**config.mk**
```make
export PLATFORM = sky130hd
export DESIGN_NAME = collapsing_queue_with_remove
export DESIGN_NICKNAME = d
export VERILOG_FILES = /design/src/sv/cq_rm_pkg.sv /design/src/sv/collapsing_queue_with_remove.sv /design/src/sv/cq_rm_cell.sv
export SDC_FILE = /design/constraint.sdc
export NUM_CORES = 1
export LEC_CHECK = 0
export BUFFER_PORTS_ARGS = -buffer_cell sky130_fd_sc_hd__buf_2
export CAP_MARGIN = 15
export CORE_ASPECT_RATIO = 2
export CORE_MARGIN = 8
export CORE_UTILIZATION = 40
export DETAILED_ROUTE_END_ITERATION = 10
export PLACE_DENSITY_LB_ADDON = 0.25
export SLEW_MARGIN = 20
export SYNTH_ARGS = -nofsm -noshare
export SYNTH_HDL_FRONTEND = slang
export SYNTH_SLANG_ARGS = --single-unit
```
**constraint.sdc**
```tcl
create_clock -name i_clk -period 4.8 [get_ports i_clk]
set_clock_uncertainty 0.15 [all_clocks]
set_input_delay 0.24 -clock i_clk [delete_from_list [all_inputs] [get_ports i_clk]]
set_output_delay 0.24 -clock i_clk [all_outputs]
set_load 0.03 [all_outputs]
```
**src/sv/cq_rm_pkg.sv**
```systemverilog
package cq_rm_pkg;

    localparam int DEPTH_DEF       = 16;
    localparam int ENTRY_WIDTH_DEF = 32;

    // count and position domain wide enough for the largest depth (256)
    localparam int CNT_W = 9;

    localparam int CAP_W = 5;
    localparam logic [CAP_W-1:0] CAP_RESET = 5'd16;

    localparam int OP_W = 3;
    localparam logic [OP_W-1:0] OP_APPEND = 3'd0;
    localparam logic [OP_W-1:0] OP_POP    = 3'd1;
    localparam logic [OP_W-1:0] OP_REMOVE = 3'd2;
    localparam logic [OP_W-1:0] OP_PEEK   = 3'd3;
    localparam logic [OP_W-1:0] OP_CLEAN  = 3'd4;

    // broadcast to every cell for one transaction
    typedef struct packed {
        logic             clean;     // zero the word
        logic             append;    // load the write value if index == count
        logic             collapse;  // take neighbor word in [cpos, count-2]
        logic [CNT_W-1:0] count;     // count before the transaction
        logic [CNT_W-1:0] cpos;      // first position that collapses
    } t_cell_ctl;

endpackage

```
**src/sv/collapsing_queue_with_remove.sv**
```systemverilog
// Collapsing queue with remove-at-position.
// Input stream s_axis carries one command per transaction (append, pop head,
// remove at position, peek at position, clean); output stream m_axis returns
// exactly one status transaction per command: done flag, peek data, count
// after the command, empty and full.
// The store is a chain of DEPTH cells; each cell loads, clears, holds or
// takes its upper neighbor's word in the same cycle, so a pop or remove
// closes the gap by moving every later word down together.
// The status is registered and appears on m_axis in the cycle after the
// command is accepted. The queue takes one command per clock while m_axis
// is ready or holds no status, as the cell chain and count update together.
// Stall: the output register frees s_axis_tready whenever it is empty or
// being taken, so a stalled receiver holds at most one status and stops
// further commands until it drains.
// Reset (i_rst_n low, synchronous): all cells and the count go to zero,
// capacity returns to 16, the output register is emptied.
// Capacity is written via i_cfg_wr_en / i_cfg_wr_data, by the user only
// while idle, unchecked; above DEPTH acts as DEPTH, zero keeps it full.
module collapsing_queue_with_remove #(
    parameter int DEPTH       = cq_rm_pkg::DEPTH_DEF,
    parameter int ENTRY_WIDTH = cq_rm_pkg::ENTRY_WIDTH_DEF
) (
    input  logic                       i_clk,
    input  logic                       i_rst_n,
    input  logic                       i_cfg_wr_en,
    input  logic [cq_rm_pkg::CAP_W-1:0] i_cfg_wr_data,
    input  logic                       s_axis_tvalid,
    output logic                       s_axis_tready,
    // [2:0] operation, [34:3] entry_value, [38:35] position, [39] zero
    input  logic [39:0]                s_axis_tdata,
    output logic                       m_axis_tvalid,
    input  logic                       m_axis_tready,
    // [0] done_res, [32:1] read_data, [37:33] entry_count, [38] is_empty,
    // [39] is_full
    output logic [39:0]                m_axis_tdata
);
    import cq_rm_pkg::*;

    localparam int CW     = $clog2(DEPTH + 1);
    localparam int PEEK_N = (DEPTH < 16) ? DEPTH : 16;
    localparam logic [CNT_W-1:0] DEPTH_C = CNT_W'(DEPTH);

    // command fields
    logic [OP_W-1:0]        op;
    logic [31:0]            in_value;
    logic [3:0]             pos;
    logic [ENTRY_WIDTH-1:0] wr_value;

    assign op       = s_axis_tdata[2:0];
    assign in_value = s_axis_tdata[34:3];
    assign pos      = s_axis_tdata[38:35];

    generate
        if (ENTRY_WIDTH <= 32) begin : g_win_trunc
            assign wr_value = in_value[ENTRY_WIDTH-1:0];
        end else begin : g_win_ext
            assign wr_value = {{(ENTRY_WIDTH-32){1'b0}}, in_value};
        end
    endgenerate

    // state
    logic [CAP_W-1:0] r_cap;
    logic [CW-1:0]    r_count;
    logic [CW-1:0]    n_count;
    logic             r_out_valid;
    logic [39:0]      r_out_data;
    logic [39:0]      n_out_data;

    logic accept;
    assign s_axis_tready = !r_out_valid || m_axis_tready;
    assign accept        = s_axis_tvalid && s_axis_tready;

    // cell chain
    logic [ENTRY_WIDTH-1:0] words [DEPTH];
    t_cell_ctl              ctl;

    genvar gi;
    generate
        for (gi = 0; gi < DEPTH; gi++) begin : g_cell
            logic [ENTRY_WIDTH-1:0] next_word;
            if (gi == DEPTH - 1) begin : g_last
                assign next_word = '0;
            end else begin : g_mid
                assign next_word = words[gi+1];
            end
            cq_rm_cell #(
                .ENTRY_WIDTH(ENTRY_WIDTH),
                .INDEX      (gi)
            ) u_cell (
                .i_clk      (i_clk),
                .i_rst_n    (i_rst_n),
                .i_ctl      (ctl),
                .i_wr_value (wr_value),
                .i_next_word(next_word),
                .o_word     (words[gi])
            );
        end
    endgenerate

    // command decode
    logic [CNT_W-1:0]       cnt;
    logic [CNT_W-1:0]       cap;
    logic [CNT_W-1:0]       pos_w;
    logic [CNT_W-1:0]       new_cnt;
    logic                   full_now;
    logic                   done;
    logic                   peek_ok;
    logic [ENTRY_WIDTH-1:0] peek_word;
    logic [31:0]            rd_data;

    assign cnt      = CNT_W'(r_count);
    assign cap      = CNT_W'(r_cap);
    assign pos_w    = CNT_W'(pos);
    assign full_now = (cnt >= cap) || (cnt >= DEPTH_C);

    // peek mux: the 4-bit position reaches at most the first 16 cells
    always_comb begin
        peek_word = '0;
        for (int j = 0; j < PEEK_N; j++) begin
            if (pos == 4'(j)) begin
                peek_word = words[j];
            end
        end
    end

    always_comb begin
        ctl          = '0;
        ctl.count    = cnt;
        ctl.cpos     = '0;
        done         = 1'b0;
        peek_ok      = 1'b0;
        new_cnt      = cnt;
        unique case (op)
            OP_APPEND: begin
                if (!full_now) begin
                    ctl.append = accept;
                    new_cnt    = cnt + 1'b1;
                    done       = 1'b1;
                end
            end
            OP_POP: begin
                if (cnt != '0) begin
                    ctl.collapse = accept;
                    new_cnt      = cnt - 1'b1;
                    done         = 1'b1;
                end
            end
            OP_REMOVE: begin
                if (pos_w < cnt) begin
                    ctl.collapse = accept;
                    ctl.cpos     = pos_w;
                    new_cnt      = cnt - 1'b1;
                    done         = 1'b1;
                end
            end
            OP_PEEK: begin
                if ((cnt != '0) && (pos_w < DEPTH_C)) begin
                    peek_ok = 1'b1;
                    done    = 1'b1;
                end
            end
            OP_CLEAN: begin
                ctl.clean = accept;
                new_cnt   = '0;
                done      = 1'b1;
            end
            default: begin
            end
        endcase
    end

    assign n_count = accept ? CW'(new_cnt) : r_count;

    generate
        if (ENTRY_WIDTH >= 32) begin : g_rd_trunc
            assign rd_data = peek_ok ? peek_word[31:0] : 32'd0;
        end else begin : g_rd_ext
            assign rd_data = peek_ok ? {{(32-ENTRY_WIDTH){1'b0}}, peek_word} : 32'd0;
        end
    endgenerate

    always_comb begin
        n_out_data        = '0;
        n_out_data[0]     = done;
        n_out_data[32:1]  = rd_data;
        n_out_data[37:33] = new_cnt[4:0];
        n_out_data[38]    = (new_cnt == '0);
        n_out_data[39]    = (new_cnt >= cap) || (new_cnt >= DEPTH_C);
    end

    always_ff @(posedge i_clk) begin
        if (!i_rst_n) begin
            r_cap       <= CAP_RESET;
            r_count     <= '0;
            r_out_valid <= 1'b0;
        end else begin
            if (i_cfg_wr_en) begin
                r_cap <= i_cfg_wr_data;
            end
            r_count <= n_count;
            if (accept) begin
                r_out_valid <= 1'b1;
            end else if (m_axis_tready) begin
                r_out_valid <= 1'b0;
            end
        end
    end

    always_ff @(posedge i_clk) begin
        if (accept) begin
            r_out_data <= n_out_data;
        end
    end

    assign m_axis_tvalid = r_out_valid;
    assign m_axis_tdata  = r_out_data;

endmodule

```
**src/sv/cq_rm_cell.sv**
```systemverilog
module cq_rm_cell #(
    parameter int ENTRY_WIDTH = cq_rm_pkg::ENTRY_WIDTH_DEF,
    parameter int INDEX       = 0
) (
    input  logic                   i_clk,
    input  logic                   i_rst_n,
    input  cq_rm_pkg::t_cell_ctl   i_ctl,
    input  logic [ENTRY_WIDTH-1:0] i_wr_value,
    input  logic [ENTRY_WIDTH-1:0] i_next_word,
    output logic [ENTRY_WIDTH-1:0] o_word
);
    import cq_rm_pkg::*;

    localparam logic [CNT_W-1:0] IDX      = CNT_W'(INDEX);
    localparam logic [CNT_W-1:0] IDX_NEXT = CNT_W'(INDEX + 1);

    logic [ENTRY_WIDTH-1:0] r_word;
    logic [ENTRY_WIDTH-1:0] n_word;

    always_comb begin
        n_word = r_word;
        if (i_ctl.clean) begin
            n_word = '0;
        end else if (i_ctl.append && (i_ctl.count == IDX)) begin
            n_word = i_wr_value;
        end else if (i_ctl.collapse && (IDX >= i_ctl.cpos) && (IDX_NEXT < i_ctl.count)) begin
            n_word = i_next_word;
        end
    end

    always_ff @(posedge i_clk) begin
        if (!i_rst_n) begin
            r_word <= '0;
        end else begin
            r_word <= n_word;
        end
    end

    assign o_word = r_word;

endmodule
```
### After elaboration in Yosys (flattened, before gate mapping)

Index checks and enable logic that the tools add are counted.

* register bits: 563
* logic and storage cells: 241

* $add $sub $neg: 2
* order comparisons: 38
* equal/unequal tests: 34
* muxes and demuxes: 68
* bitwise operators: 1
* reductions and logical operators: 77

Operators by type and width (count)
* 32-bit 2-to-1 mux: 48
* 1-bit logical AND: 50
* 5-bit by 4-bit == test with 1-bit output (second input constant): 8
* 4-bit by 5-bit < comparator with 1-bit output (first input constant): 8
* 9-bit one-hot mux with 4 select lines: 1
* 2-bit nonzero test: 17
* 4-bit == test (second input constant): 8
* 4-bit >= comparator (first input constant): 8
* 5-bit by 3-bit == test with 1-bit output (second input constant): 4
* 3-bit by 5-bit < comparator with 1-bit output (first input constant): 4
* 9-bit logical NOT: 2
* 9-bit 2-to-1 mux: 2
* 4-bit by 3-bit == test with 1-bit output (second input constant): 4
* 3-bit by 4-bit >= comparator with 1-bit output (first input constant): 4
* 1-bit 2-to-1 mux: 12
* 5-bit by 2-bit == test with 1-bit output (second input constant): 2
* 2-bit by 5-bit < comparator with 1-bit output (first input constant): 2
* 9-bit by 5-bit >= comparator with 1-bit output: 1
* 9-bit by 5-bit >= comparator with 1-bit output (second input constant): 1
* 9-bit nonzero test: 1
* 4-bit by 2-bit == test with 1-bit output (second input constant): 2
* 1-bit by 4-bit >= comparator with 1-bit output (first input constant): 2
* 2-bit by 4-bit >= comparator with 1-bit output (first input constant): 2
* 4-bit 2-to-1 mux: 2
* other kinds (22): 25

### Logic depth before layout (Yosys ltp)

* depth in word-level cells: 17
* depth in mapped cells: 18
* gate-level depth less buffers: 17

### Modules after synthesis

Synthesis repeated with hierarchy kept, for this count alone.

* cell total of the unflattened synthesis: 3737
* area total of the unflattened synthesis: 35355.2 sq um

Modules (own cells, without submodules)
* collapsing_queue_with_remove: instances 1, cells each 928, area each 7374.6 sq um, sequential area each 1421.4 sq um
* cq_rm_cell (g_cell[9].u_cell): instances 1, cells each 158, area each 1928.1 sq um, sequential area each 640.6 sq um
* cq_rm_cell (g_cell[11].u_cell): instances 1, cells each 199, area each 1885.6 sq um, sequential area each 640.6 sq um
* cq_rm_cell (g_cell[10].u_cell): instances 1, cells each 200, area each 1881.8 sq um, sequential area each 640.6 sq um
* cq_rm_cell (g_cell[7].u_cell): instances 1, cells each 199, area each 1881.8 sq um, sequential area each 640.6 sq um
* cq_rm_cell (g_cell[12].u_cell): instances 1, cells each 198, area each 1878.1 sq um, sequential area each 640.6 sq um
* cq_rm_cell (g_cell[5].u_cell): instances 1, cells each 201, area each 1878.1 sq um, sequential area each 640.6 sq um
* cq_rm_cell (g_cell[8].u_cell): instances 1, cells each 189, area each 1871.8 sq um, sequential area each 640.6 sq um
* cq_rm_cell (g_cell[3].u_cell): instances 1, cells each 200, area each 1835.5 sq um, sequential area each 640.6 sq um
* cq_rm_cell (g_cell[13].u_cell): instances 1, cells each 191, area each 1834.3 sq um, sequential area each 640.6 sq um
* cq_rm_cell (g_cell[14].u_cell): instances 1, cells each 196, area each 1824.2 sq um, sequential area each 640.6 sq um
* cq_rm_cell (g_cell[0].u_cell): instances 1, cells each 203, area each 1790.5 sq um, sequential area each 640.6 sq um
* cq_rm_cell (g_cell[6].u_cell): instances 1, cells each 201, area each 1661.6 sq um, sequential area each 640.6 sq um
* cq_rm_cell (g_cell[2].u_cell): instances 1, cells each 115, area each 1597.8 sq um, sequential area each 640.6 sq um
* 3 more rows

### Worst setup path after synthesis

OpenSTA, ideal clock, no wires.

* path kind: register to register
* start point: register r_out_valid, in the netlist m_axis_tvalid
* end point: register g_cell[2].u_cell.r_word[10]
* setup time: 0.122 ns
* arrival: 3.257 ns
* setup slack: 1.271 ns
* stages on the path, launching flop included: 10
* path buffers: 2
* clock period less this slack: 3.529 ns
* cell sequence: dfxtp_1 nand2b_1 nand2_1 clkinv_1 o221a_2 nand2_1 and2_1 clkbuf_1 buf_2 a21oi_1

* longest elaborated chain between the ends: 8
* elaborated cells between the ends (all ways): 15
* those cells by class: mux (7); reduce/logical (8)

Ends and longest elaborated chain
* start, declared: RTL line collapsing_queue_with_remove.sv:65 `logic r_out_valid;`
* start signal, assigned: RTL line collapsing_queue_with_remove.sv:195 `r_out_valid <= 1'b0;`
* start signal, assigned: RTL line collapsing_queue_with_remove.sv:202 `r_out_valid <= 1'b1;`
* start signal, assigned: RTL line collapsing_queue_with_remove.sv:204 `r_out_valid <= 1'b0;`
* 1-bit logical NOT (*): RTL line collapsing_queue_with_remove.sv:70 `assign s_axis_tready = !r_out_valid || m_axis_tready;`
* 1-bit logical OR (*): RTL line collapsing_queue_with_remove.sv:70
* named net s_axis_tready: RTL line collapsing_queue_with_remove.sv:28 `output logic s_axis_tready,`
* 1-bit logical AND (*): RTL line collapsing_queue_with_remove.sv:71 `assign accept = s_axis_tvalid && s_axis_tready;`
* named net accept: RTL line collapsing_queue_with_remove.sv:69 `logic accept;`
* 1-bit 2-to-1 mux, on equally long branches: RTL line collapsing_queue_with_remove.sv:149, collapsing_queue_with_remove.sv:142
* 1-bit one-hot mux with 2 select lines: RTL line collapsing_queue_with_remove.sv:133 `unique case (op)`
* 1-bit logical AND (2 in series): RTL line cq_rm_cell.sv:26 `end else if (i_ctl.collapse && (IDX >= i_ctl.cpos) && (IDX_NEXT < i_ctl.count)) begin`
* 2-bit nonzero test (no line)
* end signal, assigned: RTL line cq_rm_cell.sv:35 `r_word <= n_word;`
* end, declared: RTL line cq_rm_cell.sv:17 `logic [ENTRY_WIDTH-1:0] r_word;`

Mark *: on every way through the listed nets, which the timed path passes. The rest lies on a longest branch.
A chain may end at the register's enable or synchronous reset.

### Final worst setup path

* start point: register r_count[3]
* end point: register r_out_data[39], in the netlist m_axis_tdata[39], data pin

* longest elaborated chain between the ends: 6
* elaborated cells between the ends (all ways): 14
* those cells by class: add/sub (2); order compare (5); mux (4); reduce/logical (3)

Ends and longest elaborated chain
* start, declared: RTL line collapsing_queue_with_remove.sv:63 `logic [CW-1:0] r_count;`
* start signal, assigned: RTL line collapsing_queue_with_remove.sv:200 `r_count <= n_count;`
* 5-bit >= comparator: RTL line collapsing_queue_with_remove.sv:114 `assign full_now = (cnt >= cap) || (cnt >= DEPTH_C);`
* 1-bit logical OR: RTL line collapsing_queue_with_remove.sv:114
* 6-bit 2-to-1 mux: RTL line collapsing_queue_with_remove.sv:135 `if (!full_now) begin`
* 9-bit one-hot mux with 4 select lines (*): RTL line collapsing_queue_with_remove.sv:133
* named net n_out_data[33]: RTL line collapsing_queue_with_remove.sv:67 `logic [39:0] n_out_data;`
* 9-bit by 5-bit >= comparator with 1-bit output: RTL line collapsing_queue_with_remove.sv:188 `n_out_data[39] = (new_cnt >= cap) || (new_cnt >= DEPTH_C);`
* 1-bit logical OR (*): RTL line collapsing_queue_with_remove.sv:188
* named net n_out_data[39]: RTL line collapsing_queue_with_remove.sv:67
* end signal, assigned: RTL line collapsing_queue_with_remove.sv:211 `r_out_data <= n_out_data;`
* end, declared: RTL line collapsing_queue_with_remove.sv:66 `logic [39:0] r_out_data;`

Marks and branches as above.

==> qor.yml <==
run_status: "finished, final reports clean"
vdd_drop_max_uv: 325
start_kind: "flop"
powerDensity_mw_per_mm2: 333
fillers: 6880
antenna_found_initial: 1
path_cells: "inv_1, ha_1, or3_1, a21oi_1, o21ai_1, and4_1, mux2_2, inv_1, ha_1, nand2b_1, a21oi_1, nor2b_1, o21ai_0, nand2b_1, a21oi_1, nand2_1"
whs_ns: 0.158
cpPeakStageDelay_ns: 0.62
max_slew_margin: 0.319
tightest_slew_ns: 1.02
clk_pin_slew_ns: 0.07
synth_fp_nets: 3636
combPwrFrac: 0.105
synth_area_per_cell_um2: 7.81
crit_arrival_ns: 4.41
io_pins: 92
cts.sinks: 563
min_from: "s_axis_tdata[1]"
grt-ovfl-total: 0
grtUsageTotal: 0.238
vias: 27500
rsz0062_at_grt: "false"
p_seq_frac: 0.463
clk_path_buf_depth: 3
crit_top_cell: "a21oi_1"
path_buf_inv: 2
r2r_setup_slack_ns: 0.62
cts-buffers-inserted: 53
finalSetupViolCount: 0
port_buffers: 90
dpl.hpwl_mm: 61.9
synth_cells: 3568
setup_tns_ns: 0
post_cts_buffers: 0
slew_viol_final: 0
p_clk_frac: 0.432
reg2reg_to: "m_axis_tdata[39]"
reg2reg_depth: 16
timing.final.crit_period_ns: 4.18
drt_iter0_markers: 3103
std_cell_rows: 137
fin_crit_sh: 0.871
endpoint_kind: "flop"
synthDistinctLibCells: 73
synth-main-ff-cell: "dfxtp_1"
dp.cells: 4290
syn_to_final_growth_pct: 12.2
drtAntennaViolNets: 0
cts_tree: "yes"
htree_levels: 2
path_delay_family: "simple AND/OR/NAND/NOR gates"
first_pass_iters: 6
die_area_mm2: 0.0789
ys_ff_latch: 563
wl_mm: 97.6
fp.dieH_um: 389
p_sw_frac: 0.269
worstSetupPathType: "reg -> reg"
multi_input_area_mm2: 0.0145
cts_root_buffer: "clkbuf_16"
yosysSeqAreaShare: 0.419
grt_pass1_vias: 25800
wire_per_inst_um: 22.0
async_reset_ff_frac: 0
path_max_fanout: 12
globalplace.congestion: 0.851
drc: 0
yosysWarningCount: 0
instances_no_fill: 4438
whs_endpoint: "r_count[2]"
syn_area_mm2: 0.0279
drv_cap: 0
start_util: 0.401
synth_edf_count: 40
avgViaCountPerCell: 6.20
p_leak_nw: 10.3
drive_above_1_share: 0.0936
clk_latency_ns: 0.63
min_path_type: "in -> reg"
final_util: 0.450
diodes: 0
switching_power_mw: 2.80
cp_num_cells: 16
register_area_mm2: 0.0117
hold_viol: 0
design.core.area_mm2: 0.0694
grt_pass1_wl_mm: 153
slowest_stage: "dfxtp_1"
holdPathStages: 5
grt_max_degree: 180
fmax_mhz: 239
cp.required_ns: 5.03
r2r_start: "r_count[3]"
intPower_mw: 7.61
die_w_um: 203
nNetsFinal: 3560
## synthesized netlist by cell type (all sizes together), types with 9 or more instances
library cell | number | area (um^2)
nand2 | 701 | 2630
dfxtp | 523 | 10500
o21ai | 447 | 2240
clkbuf | 309 | 1160
a31oi | 303 | 1900
a21oi | 271 | 1360
nor2 | 115 | 432
inv | 109 | 409
o221ai | 103 | 902
mux2i | 75 | 751
nand3 | 57 | 285
buf | 54 | 259
o22ai | 52 | 325
a22o | 49 | 429
edfxtp | 40 | 1200
and2 | 39 | 244
a221o | 36 | 360
a311oi | 34 | 298
nor3 | 30 | 161
a2111oi | 20 | 175
nor2b | 19 | 119
ha | 18 | 225
a222oi | 17 | 170
mux4 | 14 | 315
nand2b | 12 | 75.1
a211oi | 11 | 87.6
o31ai | 10 | 75.1
and3 | 9 | 56.3
## routing by layer
layer	up-vias	wire length [um]	global-route usage
met5	-	9	0
met4	2	3080	0.0813
met3	225	7840	0.0368
met2	1281	43900	0.377
met1	13100	42800	0.326
li1	12900	-	-
## power groups by stage
| stage | Combinational, mW | Sequential (mW) | Clock, mW |
|---|---|---|---|
| 2_1_floorplan | 0.619 | 4.97 | 0 |
| 3_3_place_gp | 1.02 | 4.93 | 0 |
| 3_5_place_dp | 1.03 | 4.93 | 0 |
| 4_1_cts | 1.07 | 4.82 | 4.56 |
| 5_1_grt | 1.18 | 4.83 | 4.72 |
| 6_report | 1.09 | 4.82 | 4.49 |
## area by class of cell
class,instances,share of cell area
tap,903,0.0361
sequential,563,0.373
inverter,112,0.0134
clock inverter,29,0.0104
timing repair buffer,232,0.0539
clock buffer,69,0.0479
multi-input combinational,2530,0.465
## timing repair
item,CTS,global route
endpoints found under the hold margin,512,0
hold buffers,50,0
resized for setup,0,0
## worst max-delay path by stage
stage,start,end,slack [ns]
CTS,r_count[3],m_axis_tdata[39],0.68
global placement,r_count[3],m_axis_tdata[39],0.76
finish,r_count[3],m_axis_tdata[39],0.62
floorplan,m_axis_tvalid,g_cell[2].u_cell.o_word[10],1.27
detailed placement,r_count[3],m_axis_tdata[39],0.71
global route,r_count[3],m_axis_tdata[39],0.42
## flip-flops by register name (all words and copies together), names as in the netlist
register / flops
g_cell.u_cell.o_word: 512
m_axis_tdata: 40
r_cap: 5
r_count: 5
m_axis_tvalid: 1
## per-stage QoR
| stage | worst slack (ns) | instance area, um^2 | total power, mW |
|---|---|---|---|
| floorplan | 1.27 | 27900 | 5.59 |
| global placement | 0.764 | 28900 | 5.95 |
| detailed placement | 0.705 | 28900 | 5.96 |
| CTS | 0.678 | 31300 | 10.5 |
| global route | 0.422 | 31300 | 10.7 |
| finish | 0.620 | 31300 | 10.4 |
## tightest hold or removal path, delay by kind of cell
family                 cells  cell delay, ns
buffers and inverters      1            0.17
AO/OA/AOI/OAI              3            0.31
AND/OR/NAND/NOR            1            0.16
## kinds of logic after synthesis
logic type	Yosys count	share of synthesized area
AO/OA/AOI/OAI	1409	0.316
AND/OR/NAND/NOR	1010	0.152
flip-flops	563	0.419
buffers and inverters	475	0.0660
multiplexers	92	0.0395
adder cells (fa/ha/maj)	18	0.00808
XOR/XNOR	1	0.000314
## cells in the final DEF, fill, tap and decap left out, drive strengths merged, types with 36 or more instances in the layout
| master | netlist | final |
|---|---|---|
| a21oi | 271 | 271 |
| a221o | 36 | 36 |
| a22o | 49 | 49 |
| a31oi | 303 | 303 |
| and2 | 39 | 39 |
| buf | 54 | 182 |
| clkbuf | 309 | 69 |
| dfxtp | 523 | 523 |
| dlygate4sd3 | 0 | 50 |
| edfxtp | 40 | 40 |
| inv | 109 | 111 |
| mux2i | 75 | 75 |
| nand2 | 701 | 701 |
| nand3 | 57 | 57 |
| nor2 | 115 | 115 |
| o21ai | 447 | 447 |
| o221ai | 103 | 103 |
| o22ai | 52 | 52 |
(Power assumes the default switching activity.)
